## src/rtl/core/smaa_pkg.sv

```systemverilog
// shared types and codes for the sparse matrix assembly accumulator
package smaa_pkg;

    typedef struct packed {
        logic       storage_mode;
        logic       row_major;
        logic [6:0] order;
    } cfg_t;

    localparam logic [1:0] REG_STORAGE_MODE = 2'd0;
    localparam logic [1:0] REG_ROW_MAJOR    = 2'd1;
    localparam logic [1:0] REG_ORDER        = 2'd2;

    localparam logic [6:0] ORDER_RESET = 7'd64;

    localparam logic [1:0] ST_ADDED   = 2'd0;
    localparam logic [1:0] ST_NEW     = 2'd1;
    localparam logic [1:0] ST_DROPPED = 2'd2;
    localparam logic [1:0] ST_CLEARED = 2'd3;

    localparam logic OP_ACCUM = 1'b0;
    localparam logic OP_CLEAR = 1'b1;

endpackage

```

## src/rtl/core/smaa_cfg.sv

```systemverilog
// apb configuration registers
module smaa_cfg
    import smaa_pkg::*;
(
    input  logic        clk,
    input  logic        rst_n,
    input  logic        psel,
    input  logic        penable,
    input  logic        pwrite,
    input  logic [3:0]  paddr,
    input  logic [31:0] pwdata,
    output logic [31:0] prdata,
    output logic        pready,
    output cfg_t        cfg
);

    cfg_t cfg_reg;
    logic wr_en;

    assign wr_en  = psel & penable & pwrite;
    assign pready = 1'b1;
    assign cfg    = cfg_reg;

    always_ff @(posedge clk or negedge rst_n)
    begin
        if (!rst_n)
        begin
            cfg_reg.storage_mode <= 1'b0;
            cfg_reg.row_major    <= 1'b0;
            cfg_reg.order        <= ORDER_RESET;
        end
        else if (wr_en)
        begin
            case (paddr[3:2])
                REG_STORAGE_MODE: cfg_reg.storage_mode <= pwdata[0];
                REG_ROW_MAJOR:    cfg_reg.row_major    <= pwdata[0];
                REG_ORDER:        cfg_reg.order        <= pwdata[6:0];
                default:          ;
            endcase
        end
    end

    always_comb
    begin
        case (paddr[3:2])
            REG_STORAGE_MODE: prdata = {31'd0, cfg_reg.storage_mode};
            REG_ROW_MAJOR:    prdata = {31'd0, cfg_reg.row_major};
            REG_ORDER:        prdata = {25'd0, cfg_reg.order};
            default:          prdata = 32'd0;
        endcase
    end

endmodule

```

## config.mk

```make
export PLATFORM = sky130hd
export DESIGN_NAME = smaa_cfg
export DESIGN_NICKNAME = d
export VERILOG_FILES = /design/src/rtl/core/smaa_pkg.sv /design/src/rtl/core/smaa_cfg.sv
export SDC_FILE = /design/constraint.sdc
export NUM_CORES = 1
export LEC_CHECK = 0
export BUFFER_PORTS_ARGS = -buffer_cell sky130_fd_sc_hd__buf_2
export CAP_MARGIN = 20
export CORE_MARGIN = 5
export CORE_UTILIZATION = 33
export CTS_CLUSTER_SIZE = 25
export DETAILED_ROUTE_END_ITERATION = 8
export MAX_ROUTING_LAYER = met4
export PLACE_DENSITY_LB_ADDON = 0.3
export SYNTH_ARGS = -nofsm -noshare
export SYNTH_HDL_FRONTEND = slang
export SYNTH_SLANG_ARGS = --single-unit
```

## constraint.sdc

```tcl
create_clock -name clk -period 1.6 [get_ports clk]
set_clock_uncertainty 0.2 [all_clocks]
set_input_delay 0.16 -clock clk [delete_from_list [all_inputs] [get_ports clk]]
set_output_delay 0.16 -clock clk [all_outputs]
set_load 0.1 [all_outputs]
```

**Word-level counts from Yosys, hierarchy flattened**

Index checks and enable logic that the tools add are counted.

- Bits of input ports: 41
- Bits in registers: 9

- Bitwise logic cells: 2
- Reduce and logical (&&, ||, !) cells: 4
- Mux-type cells: 1
- Equality and inequality tests: 2

Operator list:

| cell | number |
|---|---|
| $pmux W7 S3 | 1 |
| $reduce_and A2 Y1 | 3 |
| $and A1 B1 Y1 | 2 |
| $eq A2 B1 Y1 const B | 1 |
| $eq A2 B2 Y1 const B | 1 |
| $logic_not A2 Y1 | 1 |

**Logic depth before layout (Yosys ltp)**

- Depth after elaboration: 3
- Mapped depth: 3
- Depth with buffers taken out: 3

**Worst setup path before layout**

OpenSTA, ideal clock, no wires.

- Kind: register to output
- From: reg cfg_reg, in the netlist cfg[0]
- To: out prdata[0]
- Stages on the path, launching flop included: 3
- Slack: -1.970 ns
- Data required time: 1.240 ns
- Buffers on the path: 0
- Data arrival time: 3.210 ns
- Cells stage by stage: dfrtp_1 > mux2i_1 > o21ai_0

- Word-level cells in the longest chain between the ends: 1

Ends and longest elaborated chain:

| what | RTL line | source |
|---|---|---|
| start, declared | smaa_cfg.sv:17 | `cfg_t cfg_reg;` |
| $pmux W7 S3 | smaa_cfg.sv:45 | `case (paddr[3:2])` |
| end, declared | smaa_cfg.sv:12 | `output logic [31:0] prdata,` |

Every way passes these cells.

**Worst setup path after layout**

- From: reg cfg_reg, in the netlist cfg[6]
- To: out prdata[6]

Same word-level chain as after synthesis.

==> impl_metrics.env <==
export IMPL_status="complete, no violations"
export IMPL_synth_seq_cells=9
export IMPL_cts_setup_buffers=0
export IMPL_r2r_start="cfg[6]$_DFFE_PN1P_"
export IMPL_slowest_stage="dfstp_4"
export IMPL_die_area_um2=2913
export IMPL_synth_cell_types=14
export IMPL_cp_end_kind="output pin"
export IMPL_fmax_ghz=0.6374
export IMPL_yosys_area_share_xor_xnor=0
export IMPL_grt_use_met2=0.1754
export IMPL_final_cell_mix="conb_1, buf_2, mux2_2"
export IMPL_cts_sinks=9
export IMPL_syn_area_per_cell_um2=10.64
export IMPL_fillerInstances=176
export IMPL_htree_levels=1
export IMPL_hold_class="in2async"
export IMPL_routed_wl_um=1439
export IMPL_overflow=0
export IMPL_grt_busiest_layer="met2"
export IMPL_initial_core_util=0.3355
export IMPL_cp_start_kind="flip-flop"
export IMPL_syn_inst=60
export IMPL_cts_buffers=3
export IMPL_cts_root_buf="clkbuf_4"
export IMPL_drt_iter0_markers=1
export IMPL_cp_max_fo=3
export IMPL_seq_area_frac_synth=0.3549
export IMPL_cp_data_required_time_ns=1.24
export IMPL_gr_usage_all_layers=0.09782
export IMPL_reg2reg_depth=1
export IMPL_r2r_end="cfg[6]$_DFFE_PN1P_"
export IMPL_worstSkewPairLatency_ns=0.25
export IMPL_num_antenna_cells=0
export IMPL_fp_coreArea_um2=1902
export IMPL_rsz0062_at_grt="yes"
export IMPL_wl_per_cell_um=11.42
export IMPL_grt_pass1_vias=451
export IMPL_nets=141
export IMPL_path_clk_slew_ns=0.06
export IMPL_setup_tns_ns=0
export IMPL_ys_warn_count=0
export IMPL_cts_tree="yes"
export IMPL_synth_top_family_by_area="buffers and inverters"
export IMPL_place_gp_congestion=0.6172
export IMPL_synth_area_um2=638.1
export IMPL_setup_viol_count_final=0
export IMPL_path_class="reg2out"
export IMPL_ir_worst_vdd_uv=802.9
export IMPL_fin_cells=126
export IMPL_final_max_slew_violation_count=0
export IMPL_use_met3=0.01662
export IMPL_pin_count=83
export IMPL_cp_arrival_ns=1.21
export IMPL_drive_gt1_frac=0.5859
export IMPL_drt_pass1_iter_count=3
export IMPL_die_y_um=53.98
export IMPL_antenna_left=0
export IMPL_syn2layout_area_growth_pct=52.16
export IMPL_reg2reg_setup_slack_ns=0.57
export IMPL_cts_path_max_buffers=2
export IMPL_cts_resized_gates=0
export IMPL_synthAdderAreaFrac=0
export IMPL_path_cells="and2_4, buf_12"
export IMPL_power_density_nw_per_um2=1633
export IMPL_antenna_found_initial=0
export IMPL_post_route_drc_count=0
export IMPL_rows=16
export IMPL_p_leak_uw=0.0004705
export IMPL_largest_register_ffs=9
export IMPL_portBuffers=29
export IMPL_dp_hpwl_um=1103
export IMPL_max_cap_viol_count=0
export IMPL_placed_cells_incl_taps=114
export IMPL_met1_usage=0.08681
export IMPL_layout_commonest_cell="conb_1"
export IMPL_synth_compound_area_frac=0.007843
export IMPL_synth_area_mux_share=0.1745
export IMPL_grt_max_degree=10
export IMPL_fp_dieW_um=53.98
export IMPL_fin_crit_sh=0.9806
export IMPL_grt_pass1_wl_um=1932
export IMPL_routed_via_density=3.778
export IMPL_num_vias=476
export IMPL_hold_viol_final=0
export IMPL_synth_simple_area_share=0.1451
export IMPL_period_minus_slack_ns=1.569
export IMPL_max_stage_delay_ns=0.63
worst max-delay path: cells and delay by family, from the launching register on:
| family | cells | cell delay [ns] |
|---|---|---|
| buffers and inverters | 1 | 0.16 |
| flip-flops | 1 | 0.63 |
| AND/OR/NAND/NOR | 1 | 0.15 |
through the flow:
step                hold WS [ns]    util  total power, uW  cell area [um2]  worst slack, ns
floorplan                -0.3356       -             1252            760.7          -0.2384
global placement         -0.1811  0.4546             1395            864.6           0.1167
detailed placement       -0.1781  0.4546             1403            864.6          0.09113
CTS                      0.07289  0.5105             1596            970.9          0.02100
global route              0.1152  0.5105             1638            970.9        -0.001653
finish                    0.1111  0.5105             1586            970.9          0.03110
kinds of logic after synthesis:
family,after synthesis
compound gates,1
mux,10
simple gates,12
other cells,2
flops,9
buf+inv,26
how the worst max path moves through the flow:
stage | endpoint | from | slack [ns]
final | prdata[6] | cfg[6]$_DFFE_PN1P_ | 0.03
after global placement | cfg[3]$_DFFE_PN0P_ | pwrite | 0.12
after detailed placement | cfg[5]$_DFFE_PN0P_ | pwrite | 0.09
after floorplan | prdata[0] | cfg[7]$_DFFE_PN0P_ | -0.24
after global routing | prdata[6] | cfg[6]$_DFFE_PN1P_ | -0.002
after CTS | prdata[6] | cfg[6]$_DFFE_PN1P_ | 0.02
metal layers:
metal | share of wire | wire [um]
met5 | 0 | 0
met4 | 0.028 | 40
met3 | 0.11 | 152
met2 | 0.56 | 806
met1 | 0.31 | 439
synthesized netlist by cell type:
| master | number | share of area |
|---|---|---|
| and2_1 | 6 | 0.059 |
| buf_4 | 26 | 0.31 |
| conb_1 | 2 | 0.012 |
| dfrtp_1 | 8 | 0.31 |
| dfstp_2 | 1 | 0.041 |
| mux2_2 | 9 | 0.16 |
| mux2i_1 | 1 | 0.016 |
| nand3_2 | 1 | 0.016 |
| nand3b_1 | 1 | 0.012 |
| nor2b_1 | 1 | 0.0098 |
| nor3_1 | 1 | 0.0078 |
| nor3b_1 | 1 | 0.012 |
| nor3b_4 | 1 | 0.029 |
| o21ai_0 | 1 | 0.0078 |
power by group:
part	switching [uW]	internal (uW)
clock	77.4	96.0
sequential	38.9	297
combinational	874	203
total	991	595
repair_timing:
item,in CTS,in global routing
hold buffers,8,0
hold endpoints to repair,18,0
setup endpoints to repair,0,1
layout make-up:
class,count,area [um2],area share
timing repair buffer,37,345.3,0.3557
multi-input combinational,49,326.6,0.3363
sequential,9,239.0,0.2461
tap,27,33.78,0.03479
clock buffer,4,26.28,0.02706
(Power assumes the default switching activity.)
