**config.mk**
```make
export PLATFORM = sky130hd
export DESIGN_NAME = smaa_ram
export DESIGN_NICKNAME = d
export VERILOG_FILES = /design/src/rtl/core/smaa_ram.sv
export SDC_FILE = /design/constraint.sdc
export NUM_CORES = 1
export LEC_CHECK = 0
export ABC_AREA = 0
export BUFFER_PORTS_ARGS = -buffer_cell sky130_fd_sc_hd__buf_2
export CORE_MARGIN = 5
export CORE_UTILIZATION = 60
export CTS_CLUSTER_SIZE = 25
export DETAILED_ROUTE_END_ITERATION = 8
export GPL_ROUTABILITY_DRIVEN = 1
export HOLD_SLACK_MARGIN = 0.08
export PLACE_DENSITY = 0.78
export SLEW_MARGIN = 20
export SYNTH_ARGS = -nofsm -noshare
export SYNTH_HDL_FRONTEND = slang
export SYNTH_SLANG_ARGS = --single-unit
```
**constraint.sdc**
```tcl
create_clock -name clk -period 2.31 [get_ports clk]
set_input_delay 0.3465 -clock clk [delete_from_list [all_inputs] [get_ports clk]]
set_output_delay 0.3465 -clock clk [all_outputs]
set_load 0.01 [all_outputs]
```
**src/rtl/core/smaa_ram.sv**
```systemverilog
// single-port-write, single-port-read synchronous ram with registered read data
module smaa_ram #(
    parameter int WIDTH = 8,
    parameter int DEPTH = 16,
    parameter int AW    = 4
) (
    input  logic             clk,
    input  logic             we,
    input  logic [AW-1:0]    waddr,
    input  logic [WIDTH-1:0] wdata,
    input  logic             re,
    input  logic [AW-1:0]    raddr,
    output logic [WIDTH-1:0] rdata
);

    logic [WIDTH-1:0] mem [DEPTH];
    logic [WIDTH-1:0] rdata_reg;

    always_ff @(posedge clk)
    begin
        if (we)
        begin
            mem[waddr] <= wdata;
        end
        if (re)
        begin
            rdata_reg <= mem[raddr];
        end
    end

    assign rdata = rdata_reg;

endmodule

```
* Word-level counts from Yosys, hierarchy flattened
Memories as Yosys holds them, arrays and structs flattened. A register that Yosys moved wholly into a read port is not among the register bits. Cells that the tools add are included.
Word-level totals: flip-flop bits (word level) 0, bits in writable memories 128, logic and storage cells 3, memories 1
Cells by class: muxes and demuxes 2
Memory list:
- mem | depth 16, bits a word 8, read ports 1, clocked after Yosys merged registers in 1, write ports 1, line 16 | logic [WIDTH-1:0] mem [DEPTH];
Operators with widths (number):
- 2-to-1 mux 1 bit | 2

* Logic depth before layout (Yosys ltp)
Gate-level depths: netlist of the first run.
depth after elaboration 2, depth in mapped cells 5, mapped depth without buffers 3

* Worst setup path before layout of the first run
No wires, ideal clock.
path type in2reg, start point input waddr[2], end point memory mem[0][0] (enable), setup time 0.383 ns, data arrival time 1.456 ns, data required time 1.927 ns, setup slack 0.471 ns, cell stages on the path 2, path buffers 0, cells stage by stage or3b_2 -> nor3_1
RTL lines:
- from (decl) | line 9 | input logic [AW-1:0] waddr,
- to (decl) | line 16
Straight into the memory's write port.

==> impl_metrics.ini, run 1 <==
[floorplanning]
ios = 27
dieArea_um2 = 10700
std_cell_rows = 34
initial_utilization_pct = 60.8
core_um2 = 8590
die_h_um = 103
fp.dieW_um = 103

[final_layout]
areaGrowthSynthToFinish_pct = 18.1
multi_input_area_um2 = 1060
final_area_um2 = 6170
antenna_cells = 0
regArea_um2 = 4080
nFillCells = 509
layout_commonest_cell = edfxtp_1
layout-drive-gt1-share_pct = 31.1
layout.nets = 302
layout_common_cells = edfxtp_1, buf_2, mux4_2
largest_reg_flops = 128

[critical_path]
cp-end-kind = register
cp.arrival_ps = 1790
crit_chain = mux4_1 -> a22oi_1 -> nand2_1
slowest_stage = mux4_1
worst_setup_path_start_kind = register
path_class = register to register
slowest_delay_ps = 530
cp.required_ps = 2570
path_max_fanout = 1

[job]
timing.max_cap.violations = 0

[sta]
drv_slew = 0
rsz0062_at_grt = false
finalHoldViolations = 0
period_share_pct = 66.2
setup_tns_ps = 0
tightest_slew_ps = 737
fin_crit_ps = 1530
fmax_mhz = 654
clock_skew_ps = 6.66
setup_viol = 0
slew_headroom_pct = 50.7

[clock_network]
cts.repair.resized = 0
cts_tree = yes
clk_latency_ps = 510
cts_setup_buffers = 0
cts.sink_count = 136
holdBufCountCts = 0
htreeDepth = 4
clk_pin_slew_worst_paths_ps = 60
cts_max_path_buffers = 2
root_buffer = clkbuf_8
cts_inserted_buffers = 17

[power]
internal_power_w = 0.00463
p_sw_share_pct = 19.2
p_seq_share_pct = 48.7
ir_drop_mv = 0.424
p_leak_nw = 2.11
p_per_area_nw_per_um2 = 929
p_sw_w = 0.00110
share_comb_of_total_power_pct = 4.4
clkPwrFrac_pct = 46.8

[logic_synthesis]
synth_seq_area_share_pct = 78.1
synthCells = 229
synth_cell_types = 18
ys_warn_count = 0
syn_nets = 248
avgSynthCellArea_um2 = 22.8
ys_seq_elements = 136
syn_area_um2 = 5230

[routing]
viasPerCell = 6.37
dr.pass1.iters = 5
drt_iter0_drc = 255
wl_per_cell_um = 24.2
vias = 2574
post-route-drc-count = 0
ant_nets = 0
routed_wl_um = 9780

[worst_hold_path]
hold_path.class = primary input to register

[placement]
globalplace.congestion = 0.734
dpl_cell_area_um2 = 5570
detailed_place_hpwl_um = 6110
port_buffers = 26

[global_route]
track_usage_pct = 20.7
grt_max_degree = 33
antenna_found_initial = 0
grt-ovfl-total = 0
grt_first_pass_wirelength_um = 15200
grt_pass1_vias = 2677

[status]
outcome = finished clean
-- critical path: cells and delay by family, from the launching register on --
kind             cells  cell delay (ps)
multiplexers         1              530
flip-flops           1              380
AND/OR/NAND/NOR      1               90
AO/OA/AOI/OAI        1              280
-- worst paths after layout --
| check | startpoint | end | slack [ps] | cells past startpoint |
|---|---|---|---|---|
| setup reg to reg | mem[1][1] | rdata[1] | 780 | 3 |
| hold / removal | re | rdata[1] | 210 | 1 |
| setup / recovery | mem[1][1] | rdata[1] | 780 | 3 |
| hold reg to reg | mem[12][6] | rdata[6] | 740 | 3 |
-- cell usage after synthesis --
library cell / n / area share, %
edfxtp_1: 136 / 78
mux4_2: 18 / 7.8
a22oi_1: 16 / 2.3
mux4_1: 14 / 7.0
nor2_1: 13 / 0.93
nand2_1: 9 / 0.65
nor3_1: 4 / 0.38
buf_2: 3 / 0.29
buf_6: 3 / 0.65
clkdlybuf4s25_2: 3 / 0.57
nand2b_1: 2 / 0.24
nand3b_1: 2 / 0.29
and2_1: 1 / 0.12
and2b_1: 1 / 0.14
buf_4: 1 / 0.14
nand3_1: 1 / 0.096
nor2b_1: 1 / 0.12
or3b_2: 1 / 0.17
-- cell type report --
cell class,instances,share of cell area (%)
clock buffer,19,6.83
clock inverter,13,2.90
multi-input combinational,83,17.1
sequential,136,66.1
tap,108,2.19
timing repair buffer,45,4.82
-- metal layers --
metal / global-route usage [%] / share of wire, % / vias to the layer above
li1: - / - / 1091
met1: 27.1 / 38 / 1335
met2: 34.3 / 53 / 133
met3: 6.44 / 8.2 / 15
met4: 5.58 / 1.2 / 0
met5: 0 / 0 / -
-- cell families after synthesis --
kind of cell,count (synthesis),share of synthesized area (%)
multiplexers,32,14.8
AND/OR/NAND/NOR,35,3.14
AO/OA/AOI/OAI,16,2.30
flip-flops,136,78.1
buffers and inverters,10,1.65
-- power groups by stage --
stage | sequential, W | clock [W] | combinational [W]
floorplan | 0.00285 | 0 | 0.000140
global placement | 0.00284 | 0 | 0.000247
detailed placement | 0.00285 | 0 | 0.000256
CTS | 0.00280 | 0.00272 | 0.000258
global route | 0.00280 | 0.00285 | 0.000278
finish | 0.00280 | 0.00269 | 0.000255
-- through the flow --
stage          setup slack (ps)  hold slack [ps]  cells  util [%]  power, W
2_1_floorplan               471              445    229         -   0.00299
5_1_grt                     689              186    404      71.9   0.00593
3_3_place_gp                380              717    372      64.9   0.00309
4_1_cts                     776              191    404      71.9   0.00578
6_report                    781              208    404      71.9   0.00574
3_5_place_dp                347              728    372      64.9   0.00310
No activity file was read; power rests on OpenSTA's default activity.
==> run 2, diff against run 1 <==
Clock period 2.31 ns to 1.5 ns, I/O delays scaled along.
==> run 2 against run 1 <==
  * Final area rose by 1.6%
  * First-iteration DRC count shrank 52%
  * Non-clock buffer count is 13 higher
  * Wire length increased by 2.0%
  * Core utilization increased by 1.2 points
  * Flip-flop and latch count stayed put
  * Worst hold slack got worse by 120 ps
  * Combinational power increased by 74%
  * Die area did not move
  * Critical endpoint is now rdata[5]
  * Largest power group unchanged
  * Highest routed layer unchanged
==> impl_metrics.ini, run 2 (same netlist as run 1, synthesis figures left out) <==
[power]
ir_drop_mv = 0.948
p_seq_share_pct = 50.1
p_leak_nw = 2.15
p_per_area_nw_per_um2 = 1370
total_power_w = 0.00860
p_sw_w = 0.00189
p_sw_share_pct = 21.9
share_comb_of_total_power_pct = 5.2
internal_power_w = 0.00671
clkPwrFrac_pct = 44.8

[floorplanning]
initial_utilization_pct = 60.8
die_h_um = 103
ios = 27
std_cell_rows = 34
fp.dieW_um = 103
core_um2 = 8590
dieArea_um2 = 10700

[routing]
viasPerCell = 6.16
drt_iter0_drc = 123
post-route-drc-count = 0
routed_wl_um = 9970
drt-met1-wl_um = 4160
ant_nets = 0
dr.pass1.iters = 4
wl_per_cell_um = 23.9
routed-wl-met3_um = 570
route.met2.wl_um = 5090
highest_layer = met4
vias = 2568

[critical_path]
path_max_fanout = 1
cp-end-kind = register
worst_setup_path_start_kind = register
cp.required_ps = 1740
path_class = register to register
cp.arrival_ps = 1720

[sta]
slew_headroom_pct = 35.5
finalWorstSetupSlack_ps = 17.1
setup_viol = 0
rsz0062_at_grt = false
tightest_slew_ps = 965
finalHoldViolations = 0
period_share_pct = 98.9
drv_slew = 0
fin_crit_ps = 1480
setup_tns_ps = 0
clock_skew_ps = 10.9
fmax_mhz = 674

[final_layout]
layout_commonest_cell = edfxtp_1
regArea_um2 = 4080
antenna_cells = 0
layout_common_cells = edfxtp_1, buf_4, buf_2
layout.nets = 315
multi_input_area_um2 = 1090
nFillCells = 481
layout-drive-gt1-share_pct = 38.5
areaGrowthSynthToFinish_pct = 20.1
largest_reg_flops = 128
finish.utilization_pct = 73.0

[clock_network]
cts_tree = yes
clk_latency_ps = 510
cts_max_path_buffers = 2
cts.sink_count = 136
htreeDepth = 4
root_buffer = clkbuf_8
clk_pin_slew_worst_paths_ps = 70
cts_inserted_buffers = 17

[placement]
detailed_place_hpwl_um = 6260
pre_cts_slack_ps = -287
globalplace.congestion = 0.786
port_buffers = 26

[worst_hold_path]
hold_path.class = primary input to register

[global_route]
track_usage_pct = 21.1
antenna_found_initial = 0
grt_pass1_vias = 2640
grt_first_pass_wirelength_um = 15400
grt-ovfl-total = 0
grt_max_degree = 18

[status]
outcome = finished clean

[job]
timing.max_cap.violations = 0
-- run 2: metal layers --
| layer | track usage [%] | vias to the layer above |
|---|---|---|
| met4 | 7.47 | 0 |
| met1 | 27.1 | 1331 |
| met5 | 0 | - |
| met3 | 5.16 | 15 |
| li1 | - | 1118 |
| met2 | 35.4 | 104 |
-- run 2: worst paths after layout --
check,startpoint,to,slack (ps),cells past startpoint
hold reg to reg,mem[14][2],rdata[2],770,3
setup / recovery,mem[1][5],rdata[5],20,3
setup reg to reg,mem[1][5],rdata[5],20,3
hold / removal,wdata[1],mem[14][1],90,1
-- run 2: power groups by stage --
stage / registers [W] / logic, W / clock network, W
finish: 0.00430 / 0.000444 / 0.00385
global route: 0.00431 / 0.000481 / 0.00406
CTS: 0.00430 / 0.000444 / 0.00388
detailed placement: 0.00438 / 0.000429 / 0
global placement: 0.00438 / 0.000415 / 0
floorplan: 0.00439 / 0.000219 / 0
-- run 2: timing repair --
action | 4_1_cts | 5_1_grt
pin swaps | 0 | 1
resized for setup | 5 | 6
buffers inserted | 0 | 0
setup endpoints to repair | 3 | 4
hold buffers | 1 | 0
hold endpoints to repair | 8 | 0
-- run 2: stage by stage --
step / hold WS, ps / cell area [um2] / cells
CTS: 82.8 / 6260 / 417
global placement: 603 / 5680 / 384
global route: 83.6 / 6280 / 417
finish: 91.9 / 6280 / 417
detailed placement: 605 / 5680 / 384
floorplan: 324 / 5240 / 229
-- run 2: area by class of cell --
| cell class | count | share of cell area, % |
|---|---|---|
| multi-input combinational | 83 | 17.4 |
| tap | 108 | 2.15 |
| clock inverter | 15 | 2.25 |
| clock buffer | 17 | 6.60 |
| sequential | 136 | 65.1 |
| timing repair buffer | 58 | 6.54 |
-- run 2: worst max-delay path: stages, from the launching register on --
cell      delay, ps
edfxtp_1        360
mux4_1          540
a22oi_1         190
nand2_1         130
